==> src/rtl/utf_pkg.sv <==
package utf_pkg;

    localparam int QUEUE_DEPTH = 2;

    localparam int CP_W   = 21;
    localparam int LEN_W  = 3;
    localparam int IDX_W  = 2;
    localparam int UNIT_W = 16;
    localparam int BYTE_W = 8;
    localparam int PEND_W = 10;

    localparam logic [5:0] HIGH_TAG = 6'b110110;
    localparam logic [5:0] LOW_TAG  = 6'b110111;

    localparam logic [CP_W-1:0] SUPP_BASE = 21'h010000;

    localparam logic [LEN_W-1:0] LEN_NONE = 3'd0;
    localparam logic [LEN_W-1:0] LEN_ONE  = 3'd1;
    localparam logic [LEN_W-1:0] LEN_TWO  = 3'd2;
    localparam logic [LEN_W-1:0] LEN_THREE = 3'd3;
    localparam logic [LEN_W-1:0] LEN_FOUR = 3'd4;

    // one request for the back end: up to two code points in output order
    typedef struct packed {
        logic [CP_W-1:0]  cp0;
        logic [LEN_W-1:0] len0;
        logic [CP_W-1:0]  cp1;
        logic [LEN_W-1:0] len1;
    } job_t;

    function automatic logic [LEN_W-1:0] cp_len(input logic [CP_W-1:0] cp);
        logic [LEN_W-1:0] n;
        if (cp <= 21'h00007F)
        begin
            n = LEN_ONE;
        end
        else if (cp <= 21'h0007FF)
        begin
            n = LEN_TWO;
        end
        else if (cp <= 21'h00FFFF)
        begin
            n = LEN_THREE;
        end
        else
        begin
            n = LEN_FOUR;
        end
        return n;
    endfunction

    function automatic logic [BYTE_W-1:0] enc_byte(
        input logic [CP_W-1:0]  cp,
        input logic [LEN_W-1:0] len,
        input logic [IDX_W-1:0] idx
    );
        logic [BYTE_W-1:0] b;
        b = '0;
        unique case (len)
            LEN_ONE:
            begin
                b = {1'b0, cp[6:0]};
            end
            LEN_TWO:
            begin
                b = (idx == 2'd0) ? {3'b110, cp[10:6]} : {2'b10, cp[5:0]};
            end
            LEN_THREE:
            begin
                unique case (idx)
                    2'd0:    b = {4'b1110, cp[15:12]};
                    2'd1:    b = {2'b10, cp[11:6]};
                    default: b = {2'b10, cp[5:0]};
                endcase
            end
            default:
            begin
                unique case (idx)
                    2'd0:    b = {5'b11110, cp[20:18]};
                    2'd1:    b = {2'b10, cp[17:12]};
                    2'd2:    b = {2'b10, cp[11:6]};
                    default: b = {2'b10, cp[5:0]};
                endcase
            end
        endcase
        return b;
    endfunction

endpackage

==> src/rtl/utf16_to_utf8_encoder.sv <==
// path: a job is queued, then loaded into the back end, which registers its output bytes
// throughput: one unit per cycle in while the queue is not full, one byte per cycle out
//   while pop is held; a unit settles 0 to 6 bytes
// the byte emitter sets the sustained rate
// reset: asynchronous active-low rst_n empties the queue and output, drops the held surrogate
module utf16_to_utf8_encoder #(
    parameter int DEPTH = utf_pkg::QUEUE_DEPTH
) (
    input  logic                         clk,
    input  logic                         rst_n,
    input  logic                         push,
    output logic                         full,
    input  logic [utf_pkg::UNIT_W-1:0]   code_unit,
    input  logic                         pop,
    output logic                         empty,
    output logic [utf_pkg::BYTE_W-1:0]   out_byte,
    output logic                         last_of_run
);

    utf_pkg::job_t front_job;
    utf_pkg::job_t q_job;
    logic          job_push;
    logic          q_pop;
    logic          q_full;
    logic          q_empty;

    utf_front u_front (
        .clk       (clk),
        .rst_n     (rst_n),
        .push      (push),
        .code_unit (code_unit),
        .q_full    (q_full),
        .full      (full),
        .job_push  (job_push),
        .job       (front_job)
    );

    utf_fifo #(
        .DEPTH (DEPTH)
    ) u_fifo (
        .clk     (clk),
        .rst_n   (rst_n),
        .wr_en   (job_push),
        .wr_data (front_job),
        .rd_en   (q_pop),
        .rd_data (q_job),
        .q_full  (q_full),
        .q_empty (q_empty)
    );

    utf_back u_back (
        .clk         (clk),
        .rst_n       (rst_n),
        .q_empty     (q_empty),
        .q_job       (q_job),
        .q_pop       (q_pop),
        .pop         (pop),
        .empty       (empty),
        .out_byte    (out_byte),
        .last_of_run (last_of_run)
    );

endmodule

==> src/rtl/utf_front.sv <==
module utf_front (
    input  logic                         clk,
    input  logic                         rst_n,
    input  logic                         push,
    input  logic [utf_pkg::UNIT_W-1:0]   code_unit,
    input  logic                         q_full,
    output logic                         full,
    output logic                         job_push,
    output utf_pkg::job_t                job
);

    logic                        pend_valid_reg;
    logic                        pend_valid_next;
    logic [utf_pkg::PEND_W-1:0]  pend_high_reg;
    logic [utf_pkg::PEND_W-1:0]  pend_high_next;
    logic                        accept;
    logic                        is_high;
    logic                        is_low;
    logic [utf_pkg::CP_W-1:0]    unit_cp;
    logic [utf_pkg::CP_W-1:0]    held_cp;
    logic [utf_pkg::CP_W-1:0]    pair_cp;

    assign full    = q_full;
    assign accept  = push && !q_full;
    assign is_high = (code_unit[15:10] == utf_pkg::HIGH_TAG);
    assign is_low  = (code_unit[15:10] == utf_pkg::LOW_TAG);
    assign unit_cp = {5'b0, code_unit};
    assign held_cp = {5'b0, utf_pkg::HIGH_TAG, pend_high_reg};
    assign pair_cp = {1'b0, pend_high_reg, code_unit[9:0]} + utf_pkg::SUPP_BASE;

    always_comb
    begin
        job.cp0  = unit_cp;
        job.len0 = utf_pkg::cp_len(unit_cp);
        job.cp1  = unit_cp;
        job.len1 = utf_pkg::LEN_NONE;
        job_push = 1'b0;
        pend_valid_next = pend_valid_reg;
        pend_high_next  = pend_high_reg;
        if (pend_valid_reg && is_low)
        begin
            job.cp0  = pair_cp;
            job.len0 = utf_pkg::LEN_FOUR;
        end
        else if (pend_valid_reg)
        begin
            job.cp0  = held_cp;
            job.len0 = utf_pkg::LEN_THREE;
            job.len1 = is_high ? utf_pkg::LEN_NONE : utf_pkg::cp_len(unit_cp);
        end
        if (accept)
        begin
            job_push        = pend_valid_reg || !is_high;
            pend_valid_next = is_high && !(pend_valid_reg && is_low);
            pend_high_next  = code_unit[9:0];
        end
    end

    always_ff @(posedge clk or negedge rst_n)
    begin
        if (!rst_n)
        begin
            pend_valid_reg <= 1'b0;
            pend_high_reg  <= '0;
        end
        else
        begin
            pend_valid_reg <= pend_valid_next;
            pend_high_reg  <= pend_high_next;
        end
    end

endmodule

==> src/rtl/utf_fifo.sv <==
module utf_fifo #(
    parameter int DEPTH = utf_pkg::QUEUE_DEPTH
) (
    input  logic          clk,
    input  logic          rst_n,
    input  logic          wr_en,
    input  utf_pkg::job_t wr_data,
    input  logic          rd_en,
    output utf_pkg::job_t rd_data,
    output logic          q_full,
    output logic          q_empty
);

    localparam int AW = $clog2(DEPTH);

    utf_pkg::job_t  mem [DEPTH];
    logic [AW:0]    wr_ptr_reg;
    logic [AW:0]    wr_ptr_next;
    logic [AW:0]    rd_ptr_reg;
    logic [AW:0]    rd_ptr_next;

    assign q_empty = (wr_ptr_reg == rd_ptr_reg);
    assign q_full  = (wr_ptr_reg[AW] != rd_ptr_reg[AW])
                  && (wr_ptr_reg[AW-1:0] == rd_ptr_reg[AW-1:0]);
    assign rd_data = mem[rd_ptr_reg[AW-1:0]];

    always_comb
    begin
        wr_ptr_next = wr_ptr_reg;
        rd_ptr_next = rd_ptr_reg;
        if (wr_en && !q_full)
        begin
            wr_ptr_next = wr_ptr_reg + 1'b1;
        end
        if (rd_en && !q_empty)
        begin
            rd_ptr_next = rd_ptr_reg + 1'b1;
        end
    end

    always_ff @(posedge clk)
    begin
        if (wr_en && !q_full)
        begin
            mem[wr_ptr_reg[AW-1:0]] <= wr_data;
        end
    end

    always_ff @(posedge clk or negedge rst_n)
    begin
        if (!rst_n)
        begin
            wr_ptr_reg <= '0;
            rd_ptr_reg <= '0;
        end
        else
        begin
            wr_ptr_reg <= wr_ptr_next;
            rd_ptr_reg <= rd_ptr_next;
        end
    end

endmodule

==> src/rtl/utf_back.sv <==
module utf_back (
    input  logic                         clk,
    input  logic                         rst_n,
    input  logic                         q_empty,
    input  utf_pkg::job_t                q_job,
    output logic                         q_pop,
    input  logic                         pop,
    output logic                         empty,
    output logic [utf_pkg::BYTE_W-1:0]   out_byte,
    output logic                         last_of_run
);

    utf_pkg::job_t               job_reg;
    logic                        job_valid_reg;
    logic                        job_valid_next;
    logic                        phase_reg;
    logic                        phase_next;
    logic [utf_pkg::IDX_W-1:0]   idx_reg;
    logic [utf_pkg::IDX_W-1:0]   idx_next;
    logic                        out_valid_reg;
    logic                        out_valid_next;
    logic [utf_pkg::BYTE_W-1:0]  out_byte_reg;
    logic                        last_reg;
    logic [utf_pkg::CP_W-1:0]    cur_cp;
    logic [utf_pkg::LEN_W-1:0]   cur_len;
    logic                        idx_end;
    logic                        job_end;
    logic                        advance;

    assign cur_cp  = phase_reg ? job_reg.cp1 : job_reg.cp0;
    assign cur_len = phase_reg ? job_reg.len1 : job_reg.len0;
    assign idx_end = ({1'b0, idx_reg} == (cur_len - 3'd1));
    assign job_end = idx_end && (phase_reg || (job_reg.len1 == utf_pkg::LEN_NONE));
    assign advance = job_valid_reg && (!out_valid_reg || pop);
    assign q_pop   = !q_empty && (!job_valid_reg || (advance && job_end));

    assign empty       = !out_valid_reg;
    assign out_byte    = out_byte_reg;
    assign last_of_run = last_reg;

    always_comb
    begin
        job_valid_next = job_valid_reg;
        phase_next     = phase_reg;
        idx_next       = idx_reg;
        if (q_pop)
        begin
            job_valid_next = 1'b1;
            phase_next     = 1'b0;
            idx_next       = '0;
        end
        else if (advance)
        begin
            if (job_end)
            begin
                job_valid_next = 1'b0;
            end
            else if (idx_end)
            begin
                phase_next = 1'b1;
                idx_next   = '0;
            end
            else
            begin
                idx_next = idx_reg + 1'b1;
            end
        end
    end

    always_comb
    begin
        out_valid_next = out_valid_reg;
        if (advance)
        begin
            out_valid_next = 1'b1;
        end
        else if (pop)
        begin
            out_valid_next = 1'b0;
        end
    end

    always_ff @(posedge clk)
    begin
        if (q_pop)
        begin
            job_reg <= q_job;
        end
        if (advance)
        begin
            out_byte_reg <= utf_pkg::enc_byte(cur_cp, cur_len, idx_reg);
            last_reg     <= job_end;
        end
    end

    always_ff @(posedge clk or negedge rst_n)
    begin
        if (!rst_n)
        begin
            job_valid_reg <= 1'b0;
            phase_reg     <= 1'b0;
            idx_reg       <= '0;
            out_valid_reg <= 1'b0;
        end
        else
        begin
            job_valid_reg <= job_valid_next;
            phase_reg     <= phase_next;
            idx_reg       <= idx_next;
            out_valid_reg <= out_valid_next;
        end
    end

endmodule

==> config.mk <==
export PLATFORM = sky130hd
export DESIGN_NAME = utf16_to_utf8_encoder
export DESIGN_NICKNAME = d
export VERILOG_FILES = /design/src/rtl/utf_pkg.sv /design/src/rtl/utf16_to_utf8_encoder.sv /design/src/rtl/utf_front.sv /design/src/rtl/utf_fifo.sv /design/src/rtl/utf_back.sv
export SDC_FILE = /design/constraint.sdc
export NUM_CORES = 1
export LEC_CHECK = 0
export ABC_AREA = 0
export BUFFER_PORTS_ARGS = -buffer_cell sky130_fd_sc_hd__buf_2
export CAP_MARGIN = 30
export CORE_MARGIN = 8
export CORE_UTILIZATION = 35
export CTS_CLUSTER_SIZE = 28
export DETAILED_ROUTE_END_ITERATION = 12
export PLACE_DENSITY_LB_ADDON = 0.25
export SETUP_SLACK_MARGIN = 0.3
export SYNTH_ARGS = -nofsm -noshare
export SYNTH_HDL_FRONTEND = slang
export SYNTH_HIERARCHICAL = 1
export SYNTH_SLANG_ARGS = --single-unit
==> constraint.sdc <==
create_clock -name clk -period 4.8 [get_ports clk]
set_input_delay 0.48 -clock clk [delete_from_list [all_inputs] [get_ports clk]]
set_output_delay 0.48 -clock clk [all_outputs]
set_load 0.01 [all_outputs]
* Word-level counts from Yosys, hierarchy flattened *
Memory sizes are Yosys's and may differ from the RTL's. A register that Yosys moved wholly into a read port is not among the register bits.
Index checks and enable logic that the tools add are counted.
W data, S select, Z words.

storage, ports and cells
  register bits = 50
  RAM bits = 86
  bits of input ports = 20
  output and inout bits = 11
  memories kept = 1

memory list
  name        words  width  read ports  clocked after memory_dff  wr ports  line            RTL
  u_fifo.mem  2      43     1           1                         1         utf_fifo.sv:16  utf_pkg::job_t mem [DEPTH];

cells by class
  add/subtract/negate cells = 5
  magnitude comparators = 3
  eq/ne operators = 12
  muxes and demuxes = 30
  reductions and logical operators = 29

operator list
  operator                  number
  $mux W24                  1
  $pmux W8 S3               1
  $add A20 B17 Y21 const B  1
  $mux W21                  1
  $mux W3                   7
  $pmux W7 S3               1
  $mux W19                  1
  $le A16 B11 Y1 const B    1
  $le A16 B16 Y1 const B    1
  $le A16 B7 Y1 const B     1
  $pmux W7 S2               1
  $eq A6 B6 Y1 const B      2
  $mux W1                   12
  $logic_and A1 B1 Y1       10
  $mux W2                   4
  $reduce_bool A2 Y1        4
  $mux W7                   1
  $add A2 B1 Y2 const B     3
  $eq A3 B2 Y1 const B      2
  $logic_not A1 Y1          6
  $logic_or A1 B1 Y1        4
  $reduce_and A2 Y1         2
  $eq A2 B3 Y1              1
  $eq A3 B1 Y1 const B      1
  other kinds (10)          10

* Depth between registers and ports, before layout *
Gate-level depths: netlist of run 1.

  depth in word-level cells = 9
  depth in mapped cells = 10

* By module *
Netlist of run 1, hierarchy kept.

by module, submodules not included
  module     times used  cells each  area an instance (sq um)  sequential area each (sq um)
  utf_fifo   1           177         3757.4                    2982.9
  utf_back   1           193         2837.7                    1836.8
  utf_front  1           110         1014.7                    275.3

* Worst setup path before layout of run 1 *
OpenSTA, ideal clock, no wires.

  path type = flip-flop to flip-flop
  start = reg u_fifo.rd_ptr_reg[0]
  end = mem u_fifo/mem[1][0] (netlist bit), enable pin
  library setup time = 469 ps
  arrival = 4012 ps
  required time = 4331 ps
  path slack = 319 ps
  cell stages (with the launch flop) = 10
  clock period less this slack = 4481 ps
  cells stage by stage = dfrtp_1 buf_6 buf_8 xor2_1 nor2_1 nand2b_1 buf_2 a31oi_1 nand2_1 a21oi_1

between the ends
  longest elaborated chain between the ends = 8

ends and longest elaborated chain
  item                           line                         RTL
  start, declared                utf_fifo.sv:19               logic [AW:0] rd_ptr_reg;
  start signal, assigned         utf_fifo.sv:59               rd_ptr_reg <= rd_ptr_next;
  $eq A1 B1 Y1                   utf_fifo.sv:24               && (wr_ptr_reg[AW-1:0] == rd_ptr_reg[AW-1:0]);
  $logic_and A1 B1 Y1            utf_fifo.sv:24
  net q_full                     utf16_to_utf8_encoder.sv:24  logic q_full;
  $logic_not A1 Y1               utf_front.sv:24              assign accept = push && !q_full;
  $logic_and A1 B1 Y1            utf_front.sv:24
  $mux W1                        utf_front.sv:51              if (accept)
  net job_push                   utf16_to_utf8_encoder.sv:22  logic job_push;
  $logic_and A1 B1 Y1            utf_fifo.sv:43               if (wr_en && !q_full)
  $mux W1                        utf_fifo.sv:43
  $mux W1 (not written as such)  utf_fifo.sv:45               mem[wr_ptr_reg[AW-1:0]] <= wr_data;
  end, declared                  utf_fifo.sv:16

The timed path passes the listed nets, and every way through them passes these cells.

* Final worst setup path of run 1 *
  start = reg u_fifo.rd_ptr_reg[1]
  end = mem u_fifo/mem[1][23] (netlist bit), enable pin

between the ends
  longest elaborated chain between the ends = 8

ends and longest elaborated chain
  item                           line                         RTL
  $ne A1 B1 Y1                   utf_fifo.sv:23               assign q_full = (wr_ptr_reg[AW] != rd_ptr_reg[AW])
  $logic_and A1 B1 Y1            utf_fifo.sv:24
  $logic_not A1 Y1               utf_front.sv:24
  $logic_and A1 B1 Y1            utf_front.sv:24
  $mux W1                        utf_front.sv:51
  net job_push                   utf16_to_utf8_encoder.sv:22
  $logic_and A1 B1 Y1            utf_fifo.sv:43
  $mux W1                        utf_fifo.sv:43
  $mux W1 (not written as such)  utf_fifo.sv:45

The timed path passes the listed nets, and every way through them passes these cells.

==> metrics, run 1 <==
status complete, no violations; Routed Antenna Nets 0; Max stage delay on crit path 550 ps; Commonest cells post-synth edfxtp_1, mux2_2, buf_4, mux2_1, nor2_1; DRC viols 0; clock-pin slew on the worst setup and hold paths 60 ps; maxcap violations 0; CP max stage cell a21oi_4; final WL 13900 um; RSZ-0062 raised after global routing false; mean post-synth cell area 15.9 um^2; mapped cell area 7610 um^2; fillcell total 1977; ys async rst share 0.116; DR WL/cell 17.5 um; Die H 163 um; global-route wire length before repair 21600 um; maximum fanout along the worst path 31; hold-fix buffers at CTS 0; area share of the largest cell type after synthesis 0.604; setup violators final 0; Lkg Pwr 2.92 nW; largest net degree at the start of global routing 55; CP Capture Type register; Max Root-Sink Buffers 2; ranking of synthesized cells by area edfxtp_1, mux2_2, dfrtp_1; worst hold path type primary input to asynchronous set/reset pin; Total GRT Usage 0.108; GPL Wtd Cong 0.767; CTS tree done; Final WS setup 1260 ps; Max Slew Vio Count 0; H-tree depth 4; Syn-to-layout area delta 11.2%; crit path time final 3540 ps; initial drt markers 223; Top FF cell, synth edfxtp_1; final hold violation count 0; detailed-router iteration count before antenna repair 4; layout cell share with drive strength beyond 1 0.284; Cell Pwr Density 638 nW/um^2; final worst-path cycle share 0.737; CP cell instances xnor2_1 > nor2_1 > nand2b_1 > a31oi_1 > nand2_1 > a21oi_4 > buf_4; CTS sink count 173; PortBufs 30; number of setup buffers added after CTS 0; Seq/Total Area, Yosys 0.670; CTS root buf clkbuf_16; Post-DP HPWL 9400 um; total power 5.40 mW; Yosys reg bits 173; crit path kind register to register; clk_skew 14.0 ps; post-route setup TNS 0 ps; grt total ovfl 0; Die X-Extent 163 um; Initial Util 0.353; Worst VDD drop 0.578 mV; yosys warns 6; Unique masters post-synth 62; Die ar. 26700 um^2; CP arrival 3600 ps; total number of vias 3802; Worst-Skew Late Latency 420 ps; CTS Buf Count 17; achievable clock frequency 0.283 GHz; startpoint class of the critical path register; max reg flops 96; post-CTS resize count 0; vias in the first global route 3807; data required time of the critical path 4860 ps; I/O Pins 31; Mapped Cells 480; initial antenna violation count 0; row count 54; Worst-Margin Slew 815 ps; pre-CTS setup slack 1230 ps; number of flops mapped to enable cells by yosys 153; Vias/cell 4.81; ant diodes 0; slew margin rel. 0.452; dominant cell type by area after synthesis edfxtp_1; top-count cell post-synth edfxtp_1; Final #Nets 528; core area 21600 um^2
## worst paths after layout
check | start | end | slack, ps | cells past startpoint
min in group clk | code_unit[6] | u_fifo/mem[1][9]$_DFFE_PP_ | 280 | 1
max in group asynchronous | rst_n | u_fifo/rd_ptr_reg[0]$_DFFE_PN0P_ | 4270 | 1
hold / removal | rst_n | u_front/pend_high_reg[8]$_DFFE_PN0P_ | 80 | 1
hold reg to reg | u_back/job_valid_reg$_DFFE_PN0P_ | u_back/out_valid_reg$_DFFE_PN0P_ | 500 | 1
setup reg to reg | u_fifo/rd_ptr_reg[1]$_DFFE_PN0P_ | u_fifo/mem[1][23]$_DFFE_PP_ | 1260 | 7
setup / recovery | u_fifo/rd_ptr_reg[1]$_DFFE_PN0P_ | u_fifo/mem[1][23]$_DFFE_PP_ | 1260 | 7
## metal layers
| layer | up-vias | share of wire | track usage |
|---|---|---|---|
| li1 | 1837 | - | - |
| met1 | 1867 | 0.48 | 0.139 |
| met2 | 86 | 0.46 | 0.167 |
| met3 | 12 | 0.038 | 0.0270 |
| met4 | 0 | 0.018 | 0.0529 |
| met5 | - | 0 | 0 |
## cells by family (layout without fill, tap and decap cells)
group	count (synthesis)	after routing	share of synthesized area
other	1	6	0.000493
AND/OR/NAND/NOR	78	78	0.0528
buffers and inverters	50	76	0.0477
flip-flops	173	173	0.670
adder cells (fa/ha/maj)	10	10	0.0164
XOR/XNOR	8	8	0.0112
AO/OA/AOI/OAI	66	66	0.0613
multiplexers	94	94	0.141
## stage by stage
step	util	area, um^2	std cells	hold slack [ps]
finish	0.393	8460	791	79.1
global placement	0.365	7860	759	489
global route	0.393	8460	791	92.1
floorplan	-	7630	485	184
CTS	0.393	8460	791	98.7
detailed placement	0.365	7860	759	493
## layout by cell type, fill, tap and decap left out, types with 6 or more instances in the layout
master | synthesis | final
a21oi_1 | 18 | 17
buf_2 | 2 | 30
clkbuf_16 | 0 | 17
conb_1 | 1 | 6
dfrtp_1 | 20 | 19
edfxtp_1 | 153 | 153
ha_1 | 10 | 10
inv_1 | 9 | 9
mux2_1 | 23 | 23
mux2_2 | 63 | 63
nand2_1 | 21 | 21
nand3_1 | 7 | 7
nor2_1 | 22 | 22
nor3_1 | 6 | 6
o21ai_0 | 10 | 10
## power breakdown
part	internal [mW]	total (mW)	switching, mW
Sequential	2.22	2.40	0.176
Clock	0.859	1.39	0.528
Combinational	0.656	1.62	0.961
Total	3.73	5.40	1.67
## layout make-up
class                      instances  area, um^2  area share
tap                              280         350      0.0414
clock inverter                    15         178      0.0210
timing repair buffer              35         188      0.0222
multi-input combinational        262        2190       0.259
inverter                           9        33.8     0.00399
sequential                       173        5100       0.602
clock buffer                      17         425      0.0503
## worst max-delay path, delay by kind of cell, from the launching register on
family                    cells  cell delay, ps
AOI/OAI and AO/OA             2            1040
and+or+nand+nor               3             840
buffers and inverters         1             510
DFF                           1             450
xor gates and xnor gates      1             320
Note: power is estimated with default switching activity, not from simulation.
==> inputs of run 2 (changes only) <==
--- a/config.mk
+++ b/config.mk
@@ -5,7 +5,7 @@
 export SDC_FILE = /design/constraint.sdc
 export NUM_CORES = 1
 export LEC_CHECK = 0
-export ABC_AREA = 0
+export ABC_AREA = 1
 export BUFFER_PORTS_ARGS = -buffer_cell sky130_fd_sc_hd__buf_2
 export CAP_MARGIN = 30
 export CORE_MARGIN = 8
==> constraint.sdc (replaced) <==
create_clock -name clk -period 3 [get_ports clk]
set_input_delay 0.3 -clock clk [delete_from_list [all_inputs] [get_ports clk]]
set_output_delay 0.3 -clock clk [all_outputs]
set_load 0.01 [all_outputs]
==> metrics, run 2 <==
Mapped Cells 755 (was 480); flop-to-flop setup slack 570 ps (was 1260 ps); area share of the largest cell type after synthesis 0.579 (was 0.604); final WL 16400 um (was 13900 um); Worst-Skew Late Latency 420 ps (about the same); crit path time final 2430 ps (was 3540 ps); CP cell instances buf_4 > nand2_2 > o21ai_2 > ha_1 > inv_1 > nand2_1 > nand2_1 > nand2_2 > nor2_4 > nand4_4 > a21oi_4 > clkbuf_16 (was xnor2_1 > nor2_1 > nand2b_1 > a31oi_1 > nand2_1 > a21oi_4 > buf_4); clock-pin slew on the worst setup and hold paths 70 ps (was 60 ps); grt total ovfl 0 (unchanged); Cell Int Power 5.73 mW (was 3.73 mW); Yosys reg bits 173 (unchanged); Vias/cell 4.56 (was 4.81); final hold violation count 0 (unchanged); setup violators final 0 (unchanged); DR WL met3 610 um (was 525 um); I/O Pins 31 (unchanged); Initial Util 0.354 (was 0.353); pre-CTS setup slack 365 ps (was 1230 ps); initial antenna violation count 0 (unchanged); Seq/Total Area, Yosys 0.642 (was 0.670); CP max stage cell dfrtp_2 (was a21oi_4); slew margin rel. 0.560 (was 0.452); Top FF cell, synth edfxtp_1 (unchanged); Worst-Margin Slew 661 ps (was 815 ps); data required time of the critical path 3120 ps (was 4860 ps); met2 WL 7340 um (was 6450 um); CP Capture Type register (unchanged); vias in the first global route 4760 (was 3807); top-count cell post-synth nand2_1 (was edfxtp_1); switching power total 3.25 mW (was 1.67 mW); RR Endpoint u_back/job_reg[8]$_DFFE_PP_ (was u_fifo/mem[1][23]$_DFFE_PP_); GPL Wtd Cong 0.783 (was 0.767); Max Slew Vio Count 0 (unchanged); fillcell total 2179 (was 1977); Die X-Extent 167 um (was 163 um); maximum fanout along the worst path 25 (was 31); achievable clock frequency 0.411 GHz (was 0.283 GHz); CTS Buf Count 17 (unchanged); ant diodes 0 (unchanged); total number of vias 4898 (was 3802); Routed Antenna Nets 0 (unchanged); Cell Pwr Density 1010 nW/um^2 (was 638 nW/um^2); footprint of the multi-input gates 2320 um^2 (was 2190 um^2); Die H 167 um (was 163 um); global-route wire length before repair 26800 um (was 21600 um); Syn-to-layout area delta 12.2% (was 11.2%); Lkg Pwr 3.72 nW (was 2.92 nW); detailed-router iteration count before antenna repair 5 (was 4); status complete, no violations (unchanged); final worst-path cycle share 0.811 (was 0.737); Max stage delay on crit path 470 ps (was 550 ps); Final Util 0.397 (was 0.393); sequential share of power 0.422 (was 0.444); Worst VDD drop 0.479 mV (was 0.578 mV); Unique masters post-synth 40 (was 62); H-tree depth 4 (unchanged); Final #Nets 807 (was 528); commonest non-fill, non-tap cells in the layout nand2_1, edfxtp_1, inv_1, nand3_1, buf_2 (was edfxtp_1, mux2_2, buf_2, mux2_1, nor2_1); ys async rst share 0.116 (unchanged); post-route setup TNS 0 ps (unchanged); Worst setup startpoint u_back/phase_reg$_DFFE_PN0P_ (was u_fifo/rd_ptr_reg[1]$_DFFE_PN0P_); uppermost layer routed met4 (unchanged); crit path kind register to register (unchanged); clk_skew 8.97 ps (was 14.0 ps); number of flops mapped to enable cells by yosys 153 (unchanged); DR WL/cell 15.2 um (was 17.5 um); Post-Route M1 WL 8240 um (was 6640 um); CTS sink count 173 (unchanged); worst hold path type primary input to register (was primary input to asynchronous set/reset pin); Max Root-Sink Buffers 2 (unchanged); Final WS setup 568 ps (was 1260 ps); RSZ-0062 raised after global routing false (unchanged); DRC viols 0 (unchanged); ranking of synthesized cells by area edfxtp_1, nand2_1, dfrtp_1 (was edfxtp_1, mux2_2, dfrtp_1); PortBufs 30 (unchanged); Worst Setup EP u_back/job_reg[8]$_DFFE_PP_ (was u_fifo/mem[1][23]$_DFFE_PP_); yosys warns 6 (unchanged); mapped cell area 7940 um^2 (was 7610 um^2); layout cell share with drive strength beyond 1 0.149 (was 0.284); worst r2r path cells 12 (was 7); mean post-synth cell area 10.5 um^2 (was 15.9 um^2); RR Startpoint u_back/phase_reg$_DFFE_PN0P_ (was u_fifo/rd_ptr_reg[1]$_DFFE_PN0P_); CTS root buf clkbuf_16 (unchanged); CP arrival 2550 ps (was 3600 ps); Total GRT Usage 0.122 (was 0.108); max reg flops 96 (unchanged); core area 22400 um^2 (was 21600 um^2); Comb pwr share 0.339 (was 0.299); Commonest cells post-synth nand2_1, edfxtp_1, inv_1 (was edfxtp_1, mux2_2, buf_4, mux2_1, nor2_1); storage element area 5100 um^2 (about the same); Die ar. 27700 um^2 (was 26700 um^2); maxcap violations 0 (unchanged); dpl cells 1039 (was 759); largest net degree at the start of global routing 52 (was 55); sw frac 0.362 (was 0.309); CTS tree done (unchanged); clock power share 0.239 (was 0.257); Post-DP HPWL 11300 um (was 9400 um); initial drt markers 341 (was 223); startpoint class of the critical path register (unchanged); Layout Cells excl Fill 1075 (was 791); commonest non-fill, non-tap cell in the layout nand2_1 (was edfxtp_1); row count 55 (was 54); dominant cell type by area after synthesis edfxtp_1 (unchanged)
==> run 2: cell types whose count changed after synthesis, sizes merged, moves of 7 or more <==
cell	previous run	this run
a21oi	19	7
nand2	21	328
inv	9	56
o21ai	13	28
o211ai	1	8
nand3	8	42
mux2	87	0
buf	36	45
nor2	23	37
==> run 2: logic make-up (layout without fill, tap and decap cells) <==
| family | after synthesis | count (layout) | share of synthesized area |
|---|---|---|---|
| buf+inv | 102 | 132 | 0.0711 |
| mux | 1 | 1 | 0.00126 |
| compound gates | 49 | 49 | 0.0356 |
| simple gates | 416 | 416 | 0.230 |
| fa+ha+maj | 10 | 10 | 0.0158 |
| xor+xnor | 3 | 3 | 0.00331 |
| flops | 173 | 173 | 0.642 |
| other cells | 1 | 6 | 0.000473 |
==> run 2: routing by layer <==
metal,up-vias,track usage
met1,2295,0.171
met5,-,0
met4,0,0.0388
li1,2504,-
met2,87,0.185
met3,12,0.0291
==> run 2: what timing repair did <==
item / in CTS / in global routing
hold endpoints to repair: 20 / 0
hold buffers: 1 / 0
setup endpoints to repair: 0 / 50
setup buffers: 0 / 2
resized for setup: 0 / 1
==> run 2: critical path, delay by kind of cell, from the launching register on <==
kind                       cells  cell delay (ps)
adders and majority gates      1              310
and+or+nand+nor                6              520
AOI/OAI and AO/OA              2              330
buffers and inverters          3              520
DFF                            1              470
==> run 2: area by class of cell <==
| type | instances | area share |
|---|---|---|
| Multi-Input combinational cell | 485 | 0.261 |
| Sequential cell | 173 | 0.573 |
| Inverter | 56 | 0.0252 |
| Timing Repair Buffer | 44 | 0.0365 |
| Clock buffer | 23 | 0.0526 |
| Clock inverter | 9 | 0.0126 |
| Tap cell | 285 | 0.0401 |
==> run 2: power groups by stage <==
stage	registers, mW	logic, mW	clock network (mW)
finish	3.79	3.04	2.14
detailed placement	3.85	3.01	0
global route	3.86	3.45	2.29
CTS	3.80	3.02	2.20
global placement	3.84	3.01	0
floorplan	3.79	2.23	0
==> run 2: how the worst min path moves through the flow <==
stage | from | endpoint | slack, ps | cells after the start
final | code_unit[5] | u_fifo/mem[0][8]$_DFFE_PP_ | 110 | 1
after global routing | code_unit[5] | u_fifo/mem[0][8]$_DFFE_PP_ | 90 | 1
after CTS | code_unit[5] | u_fifo/mem[0][8]$_DFFE_PP_ | 90 | 1
after detailed placement | rst_n | u_fifo/wr_ptr_reg[1]$_DFFE_PN0P_ | 340 | 1
after global placement | rst_n | u_front/pend_high_reg[2]$_DFFE_PN0P_ | 330 | 1
after floorplan | rst_n | u_back/idx_reg[0]$_DFFE_PN0P_ | 4 | 0
==> run 2: stage by stage <==
step                      instance area, um^2  power, mW  hold WS, ps
after floorplan                          7990       6.02         4.41
after global placement                   8270       6.85          330
after detailed placement                 8270       6.87          337
after CTS                                8860       9.03         85.9
after global routing                     8900       9.59         88.1
final                                    8900       8.97          106
